**config.mk**
```make
export PLATFORM = sky130hd
export DESIGN_NAME = modular_exponentiation_unit
export DESIGN_NICKNAME = d
export VERILOG_FILES = /design/src/hdl/mexp_pkg.sv /design/src/hdl/mexp_mulmod.sv /design/src/hdl/modular_exponentiation_unit.sv
export SDC_FILE = /design/constraint.sdc
export NUM_CORES = 1
export LEC_CHECK = 0
export ABC_AREA = 1
export BUFFER_PORTS_ARGS = -buffer_cell sky130_fd_sc_hd__buf_2
export CORE_ASPECT_RATIO = 0.5
export CORE_MARGIN = 1.5
export CORE_UTILIZATION = 42
export DETAILED_ROUTE_END_ITERATION = 7
export GPL_ROUTABILITY_DRIVEN = 0
export GPL_TIMING_DRIVEN = 0
export PLACE_DENSITY = 0.58
export RECOVER_POWER = 50
export SYNTH_ARGS = -nofsm -noshare
export SYNTH_HDL_FRONTEND = slang
export SYNTH_HIERARCHICAL = 1
export SYNTH_SLANG_ARGS = --single-unit
```
**constraint.sdc**
```tcl
create_clock -name i_clk -period 8.87 [get_ports i_clk]
set_input_delay 1.774 -clock i_clk [delete_from_list [all_inputs] [get_ports i_clk]]
set_output_delay 1.774 -clock i_clk [all_outputs]
set_load 0.05 [all_outputs]
```
**src/hdl/mexp_pkg.sv**
```systemverilog
// ----------------------------------------------------------------------------
// mexp_pkg
// shared widths, types and state codes for the modular exponentiation unit
// ----------------------------------------------------------------------------
package mexp_pkg;

    // operand widths
    localparam int DATA_W = 31;
    localparam int EXP_W  = 63;
    localparam int CNT_W  = $clog2(DATA_W);

    // request to the modular multiplier
    typedef struct packed {
        logic              start;
        logic [DATA_W-1:0] a;
        logic [DATA_W-1:0] b;
        logic [DATA_W-1:0] m;
    } t_mul_req;

    // response from the modular multiplier
    typedef struct packed {
        logic              done;
        logic [DATA_W-1:0] result;
    } t_mul_rsp;

    // sequencer states
    typedef enum logic [2:0] {
        ST_IDLE,
        ST_REDUCE,
        ST_STEP,
        ST_MULT,
        ST_SQUARE,
        ST_OUT
    } t_state;

endpackage

```
**src/hdl/mexp_mulmod.sv**
```systemverilog
// ----------------------------------------------------------------------------
// mexp_mulmod
// bit-serial interleaved modular multiplier: a * b mod m, b scanned msb first
// ----------------------------------------------------------------------------
module mexp_mulmod (
    input  logic                 i_clk,
    input  logic                 i_rst_n,
    input  mexp_pkg::t_mul_req   i_req,
    output mexp_pkg::t_mul_rsp   o_rsp
);

    logic [mexp_pkg::DATA_W-1:0] r_a;
    logic [mexp_pkg::DATA_W-1:0] r_b;
    logic [mexp_pkg::DATA_W-1:0] r_m;
    logic [mexp_pkg::DATA_W-1:0] r_acc;
    logic [mexp_pkg::CNT_W-1:0]  r_cnt;
    logic                        r_phase;
    logic                        r_busy;
    logic                        r_done;

    logic [mexp_pkg::DATA_W:0]   w_sum;
    logic [mexp_pkg::DATA_W:0]   w_red;
    logic [mexp_pkg::DATA_W-1:0] n_acc;

    // phase 0 doubles the partial result, phase 1 adds a when the b bit is set;
    // a zero modulus wraps modulo 2^31 instead of subtracting
    always_comb begin
        if (!r_phase) begin
            w_sum = {r_acc, 1'b0};
        end else begin
            w_sum = {1'b0, r_acc} + (r_b[mexp_pkg::DATA_W-1] ? {1'b0, r_a} : '0);
        end
        if ((r_m != '0) && (w_sum >= {1'b0, r_m})) begin
            w_red = w_sum - {1'b0, r_m};
        end else begin
            w_red = w_sum;
        end
        n_acc = w_red[mexp_pkg::DATA_W-1:0];
    end

    // operand registers and iteration control
    always_ff @(posedge i_clk) begin
        if (!i_rst_n) begin
            r_busy  <= 1'b0;
            r_done  <= 1'b0;
            r_phase <= 1'b0;
            r_cnt   <= '0;
        end else begin
            r_done <= 1'b0;
            if (i_req.start) begin
                r_a     <= i_req.a;
                r_b     <= i_req.b;
                r_m     <= i_req.m;
                r_acc   <= '0;
                r_cnt   <= '0;
                r_phase <= 1'b0;
                r_busy  <= 1'b1;
            end else if (r_busy) begin
                r_acc   <= n_acc;
                r_phase <= ~r_phase;
                if (r_phase) begin
                    r_b   <= {r_b[mexp_pkg::DATA_W-2:0], 1'b0};
                    r_cnt <= r_cnt + 1'b1;
                    if (r_cnt == mexp_pkg::CNT_W'(mexp_pkg::DATA_W - 1)) begin
                        r_busy <= 1'b0;
                        r_done <= 1'b1;
                    end
                end
            end
        end
    end

    assign o_rsp.done   = r_done;
    assign o_rsp.result = r_acc;

endmodule

```
**src/hdl/modular_exponentiation_unit.sv**
```systemverilog
// ----------------------------------------------------------------------------
// modular_exponentiation_unit
// base ^ exponent mod modulus by right-to-left square-and-multiply
// ----------------------------------------------------------------------------
// One word in gives one word out. All modular products go through a single
// bit-serial multiplier that spends a doubling phase and an adding phase on
// each multiplier bit. An item first reduces the base (one multiplication),
// then for each exponent bit up to the highest set bit passes through the step
// state, performs a multiply when the bit is set and a squaring for every bit
// below the highest one. A zero exponent skips the multiplier and goes straight
// to the output state. While the output register still holds an unaccepted
// word the finished result waits; the unit takes the next word only after the
// result has moved to the output register.
module modular_exponentiation_unit (
    input  logic         i_clk,
    input  logic         i_rst_n,
    // slave side tdata: base_value[30:0], exponent[93:31], modulus[124:94]
    input  logic         s_axis_tvalid,
    output logic         s_axis_tready,
    input  logic [127:0] s_axis_tdata,
    // master side tdata: power_result[30:0]
    output logic         m_axis_tvalid,
    input  logic         m_axis_tready,
    output logic [31:0]  m_axis_tdata
);

    localparam int DW = mexp_pkg::DATA_W;
    localparam int EW = mexp_pkg::EXP_W;

    mexp_pkg::t_state   r_state, n_state;
    mexp_pkg::t_mul_req r_req, n_req;
    mexp_pkg::t_mul_rsp w_rsp;

    logic [DW-1:0] r_base, n_base;
    logic [DW-1:0] r_acc, n_acc;
    logic [DW-1:0] r_mod, n_mod;
    logic [EW-1:0] r_exp, n_exp;
    logic [DW-1:0] r_out, n_out;
    logic          r_out_valid, n_out_valid;

    logic [DW-1:0] w_in_base;
    logic [EW-1:0] w_in_exp;
    logic [DW-1:0] w_in_mod;
    logic [DW-1:0] w_one;
    logic          w_in_take;
    logic          w_out_free;

    // unpack the input word
    assign w_in_base = s_axis_tdata[DW-1:0];
    assign w_in_exp  = s_axis_tdata[DW+EW-1:DW];
    assign w_in_mod  = s_axis_tdata[2*DW+EW-1:DW+EW];

    // one reduced by the modulus: zero when the modulus is one
    assign w_one = (w_in_mod == DW'(1)) ? '0 : DW'(1);

    assign s_axis_tready = (r_state == mexp_pkg::ST_IDLE);
    assign w_in_take     = s_axis_tvalid && s_axis_tready;
    assign w_out_free    = !r_out_valid || m_axis_tready;

    // shared modular multiplier
    mexp_mulmod u_mulmod (
        .i_clk   (i_clk),
        .i_rst_n (i_rst_n),
        .i_req   (r_req),
        .o_rsp   (w_rsp)
    );

    // sequencer next state
    always_comb begin
        n_state     = r_state;
        n_req       = r_req;
        n_req.start = 1'b0;
        n_base      = r_base;
        n_acc       = r_acc;
        n_mod       = r_mod;
        n_exp       = r_exp;
        n_out       = r_out;
        n_out_valid = r_out_valid;

        if (r_out_valid && m_axis_tready) begin
            n_out_valid = 1'b0;
        end

        case (r_state)
            mexp_pkg::ST_IDLE: begin
                if (w_in_take) begin
                    n_mod = w_in_mod;
                    n_exp = w_in_exp;
                    n_acc = DW'(1);
                    if (w_in_exp == '0) begin
                        // zero exponent answers 1 unreduced
                        n_state = mexp_pkg::ST_OUT;
                    end else begin
                        // reduce the base as one times base
                        n_acc       = w_one;
                        n_req.start = 1'b1;
                        n_req.a     = w_one;
                        n_req.b     = w_in_base;
                        n_req.m     = w_in_mod;
                        n_state     = mexp_pkg::ST_REDUCE;
                    end
                end
            end
            mexp_pkg::ST_REDUCE: begin
                if (w_rsp.done) begin
                    n_base  = w_rsp.result;
                    n_state = mexp_pkg::ST_STEP;
                end
            end
            mexp_pkg::ST_STEP: begin
                n_req.start = 1'b1;
                n_req.m     = r_mod;
                if (r_exp[0]) begin
                    n_req.a = r_acc;
                    n_req.b = r_base;
                    n_state = mexp_pkg::ST_MULT;
                end else begin
                    n_req.a = r_base;
                    n_req.b = r_base;
                    n_state = mexp_pkg::ST_SQUARE;
                end
            end
            mexp_pkg::ST_MULT: begin
                if (w_rsp.done) begin
                    n_acc = w_rsp.result;
                    if (r_exp[EW-1:1] == '0) begin
                        n_state = mexp_pkg::ST_OUT;
                    end else begin
                        n_req.start = 1'b1;
                        n_req.a     = r_base;
                        n_req.b     = r_base;
                        n_req.m     = r_mod;
                        n_state     = mexp_pkg::ST_SQUARE;
                    end
                end
            end
            mexp_pkg::ST_SQUARE: begin
                if (w_rsp.done) begin
                    n_base  = w_rsp.result;
                    n_exp   = {1'b0, r_exp[EW-1:1]};
                    n_state = mexp_pkg::ST_STEP;
                end
            end
            mexp_pkg::ST_OUT: begin
                if (w_out_free) begin
                    n_out       = r_acc;
                    n_out_valid = 1'b1;
                    n_state     = mexp_pkg::ST_IDLE;
                end
            end
            default: begin
                n_state = mexp_pkg::ST_IDLE;
            end
        endcase
    end

    // state, multiplier request and control registers
    always_ff @(posedge i_clk) begin
        if (!i_rst_n) begin
            r_state     <= mexp_pkg::ST_IDLE;
            r_req       <= '0;
            r_out_valid <= 1'b0;
        end else begin
            r_state     <= n_state;
            r_req       <= n_req;
            r_out_valid <= n_out_valid;
        end
    end

    // payload registers
    always_ff @(posedge i_clk) begin
        r_base  <= n_base;
        r_acc   <= n_acc;
        r_mod   <= n_mod;
        r_exp   <= n_exp;
        r_out   <= n_out;
    end

    assign m_axis_tvalid = r_out_valid;
    assign m_axis_tdata  = {1'b0, r_out};

endmodule

```
==> flow_metrics.py <==
metrics = {
    "outcome": {
        "status": "finished, violations left",
        "violations": "capacitance limit, slew limit",
    },
    "worst_setup_path": {
        "required_ps": 9250,
        "cp.arrival_ps": 5490,
        "crit_family": "compound AO/OA/AOI/OAI gates",
        "path_max_fanout": 10,
        "cpPeakStageDelay_ps": 580,
        "crit_path_end_kind": "flop",
        "path_cells": "clkbuf_1 > nand2_1 > inv_1 > ha_1 > nand2_1 > nand3_2 > a21oi_1 > o21ai_0 > xor2_1 > a21boi_0 > inv_1 > ha_1 > nand2_1 > nor2_1 > inv_1 > o21ai_0 > nand3_1 > nand2_1 > xor2_1 > nor2_1 > nor2_1",
        "startpoint_type": "flop",
        "critPathSlowestCell": "o21ai_0",
        "r2r_slack_ps": 3760,
        "criticalPathCategory": "flop to flop",
        "cp_common_cell": "nand2_1",
        "worst-path-buf-inv": 4,
    },
    "cells_and_area": {
        "seq_area_sq_um": 11500,
        "multi_input_area_sq_um": 9520,
        "layout-drive-gt1-share_pct": 8.70,
        "nets": 3361,
        "syn_to_final_growth_pct": 13.4,
        "fillers": 5373,
    },
    "detailed_routing": {
        "drc": 0,
        "dr.pass1.iters": 6,
        "vias": 19500,
        "initialDrtViolationCount": 1572,
        "antenna_left": 0,
        "wl_per_cell_microns": 17.0,
        "vias_per_cell": 4.98,
        "wl_microns": 66400,
    },
    "clocking": {
        "cts.sinks": 417,
        "cts_tree": "built",
        "cts_setup_buffers": 0,
        "cts_hold_buf": 0,
        "insertion_delay_ps": 550,
        "post_cts_resized": 0,
        "cts_root_buf": "clkbuf_16",
        "path_clk_slew_ps": 70,
        "numCtsBuffers": 41,
        "ctsHtreeMaxLevel": 2,
        "clock_path_buffers": 3,
    },
    "die": {
        "dieArea_sq_um": 56100,
        "io-pin-count": 166,
        "die_height_microns": 168,
        "initial_core_util_pct": 42.6,
        "die_w_microns": 334,
        "row_count": 60,
        "core_area_sq_um": 53800,
    },
    "timing": {
        "fmax_ghz": 0.196,
        "slew_violations": 79,
        "relSlewSlack_pct": -52.0,
        "final_hold_viol_count": 0,
        "rsz0062_at_grt": "no",
        "finalSetupTns_ps": 0,
        "fin_crit_sh_pct": 57.7,
        "setup_viol": 0,
        "worst_pin_slew_ps": 2260,
        "worst_slack_ps": 3760,
        "finalCriticalPeriod_ps": 5110,
        "skew_ps": 21.4,
    },
    "synthesis": {
        "netlist_area_sq_um": 22900,
        "synth_ff_type": "edfxtp_1",
        "synth.distinct_cells": 48,
        "syn_avg_cell_area_sq_um": 7.78,
        "synthesis.nets": 3147,
        "synth_edf_count": 311,
        "ys_ff_latch": 417,
        "netlist_instances": 2949,
        "yosysWarnings": 6,
        "ys_seq_area_share_pct": 50.0,
        "synth-async-reset-ratio_pct": 0,
    },
    "global_routing": {
        "grt_usage_pct": 23.7,
        "grt_overflow": 0,
        "grt_antenna_before_repair": 4,
        "grt_max_degree": 41,
        "grt_pass1_wl_microns": 103000,
        "grt_pass1_vias": 18700,
    },
    "power_and_ir_drop": {
        "powerDensity_nw_per_um2": 345,
        "power.leakage_nw": 11.8,
        "ir_worst_vdd_v": 0.000156,
    },
    "job": {
        "maxCapViolCount": 3,
    },
    "place": {
        "place_ws_ps": 3910,
        "numPortBuffers": 161,
        "place_hpwl_microns": 52400,
    },
    "hold_path": {
        "worstHoldPathType": "flop to flop",
    },
}
worst register-to-register path: stages (launching register included):
cell and delay (ps):
edfxtp_1 470, clkbuf_1 390, nand2_1 90, inv_1 70
ha_1 270, nand2_1 100, nand3_2 120, a21oi_1 280
o21ai_0 220, xor2_1 200, a21boi_0 500, inv_1 100
ha_1 370, nand2_1 130, nor2_1 220, inv_1 60
o21ai_0 580, nand3_1 150, nand2_1 130, xor2_1 260
nor2_1 70, nor2_1 170
through the flow:
step	total power (W)	util [%]	hold slack, ps	instance area [sq um]	cells
floorplan	0.00601	-	408	22900	2949
global placement	0.00721	45.8	411	24600	3823
detailed placement	0.00725	46.2	413	24900	3833
CTS	0.00897	48.6	425	26100	3908
global route	0.00964	48.3	436	26000	3908
finish	0.00897	48.3	426	26000	3910
logic make-up after synthesis:
| family | share of synthesized area, % |
|---|---|
| xor gates and xnor gates | 1.41 |
| and+or+nand+nor | 28.9 |
| other | 0.0163 |
| AOI/OAI and AO/OA | 7.54 |
| buffers and inverters | 8.53 |
| adders and majority gates | 3.67 |
| DFF | 50.0 |
power breakdown:
| group | internal (W) | switching (W) | total [W] |
|---|---|---|---|
| logic | 0.00138 | 0.00279 | 0.00417 |
| clock network | 0.000932 | 0.000768 | 0.00170 |
| registers | 0.00277 | 0.000321 | 0.00309 |
| total | 0.00509 | 0.00388 | 0.00897 |
cell type report:
type                            count  area share (%)
Antenna cell                        2          0.0192
Buffer                            117            2.09
Clock buffer                       55            4.35
Clock inverter                     20           0.544
Inverter                          376            5.43
Multi-Input combinational cell   2039            36.6
Sequential cell                   417            44.1
Tap cell                          713            3.43
Timing Repair Buffer              171            3.45
flip-flops by register name (all words and copies together) (netlist names):
signal / count
m_axis_tvalid: 1
u_mulmod/r_a: 31
r_mod: 31
r_state: 3
u_mulmod/r_busy: 1
u_mulmod/r_b: 31
r_req: 94
u_mulmod/r_cnt: 5
u_mulmod/r_acc: 31
r_out: 31
r_acc: 31
u_mulmod/r_m: 31
u_mulmod/r_phase: 1
u_mulmod/r_done: 1
r_base: 31
r_exp: 63
synth_stat cells (all sizes together) (16+ instances only):
| cell | number | area [sq um] |
|---|---|---|
| nor3 | 16 | 80.1 |
| buf | 41 | 259 |
| nand2 | 996 | 3770 |
| inv | 374 | 1400 |
| a21oi | 145 | 748 |
| edfxtp | 311 | 9340 |
| xor2 | 23 | 201 |
| nor2 | 405 | 1580 |
| o21ai | 84 | 424 |
| dfxtp | 106 | 2120 |
| a21boi | 40 | 312 |
| nand4 | 55 | 344 |
| nand3 | 144 | 736 |
| clkbuf | 76 | 285 |
| ha | 64 | 801 |
final timing paths:
path / end / cells after the start / startpoint
max: u_mulmod/r_acc[15] / 21 / u_mulmod/r_b[30]
min: u_mulmod/r_m[5] / 0 / r_req[5]
max reg2reg: u_mulmod/r_acc[15] / 21 / u_mulmod/r_b[30]
min reg2reg: u_mulmod/r_m[5] / 0 / r_req[5]
layout by cell type (no fill, tap or decap), types with 8 or more instances in the layout:
cell       netlist  final
clkbuf_1        76    125
buf_4           11     11
edfxtp_1       311    311
nor2_2          18     16
inv_1          366    367
nor3_1          16     16
clkinv_2         0      8
clkbuf_16        0     43
xnor2_1         14     14
buf_1            9      9
xor2_1          23     23
nand3_1        141    141
buf_2           17    144
a21oi_1        139    139
o21bai_1        15     15
ha_1            64     64
o21ai_0         79     78
nand4_1         55     55
nor2_1         385    388
nand2_1        987    988
a21boi_0        32     32
dfxtp_1        106    106
routing by layer:
metal / routed length (microns) / track usage (%) / part of all wire [%] / up-vias
met3: 4960 / 3.92 / 7.5 / 86
met4: 1210 / 4.74 / 1.8 / 2
met2: 28700 / 37.6 / 43 / 566
met1: 31500 / 34.1 / 47 / 8973
met5: 13 / 0 / 0.020 / -
li1: - / - / - / 9850
Power figures use the tool's default switching activity.
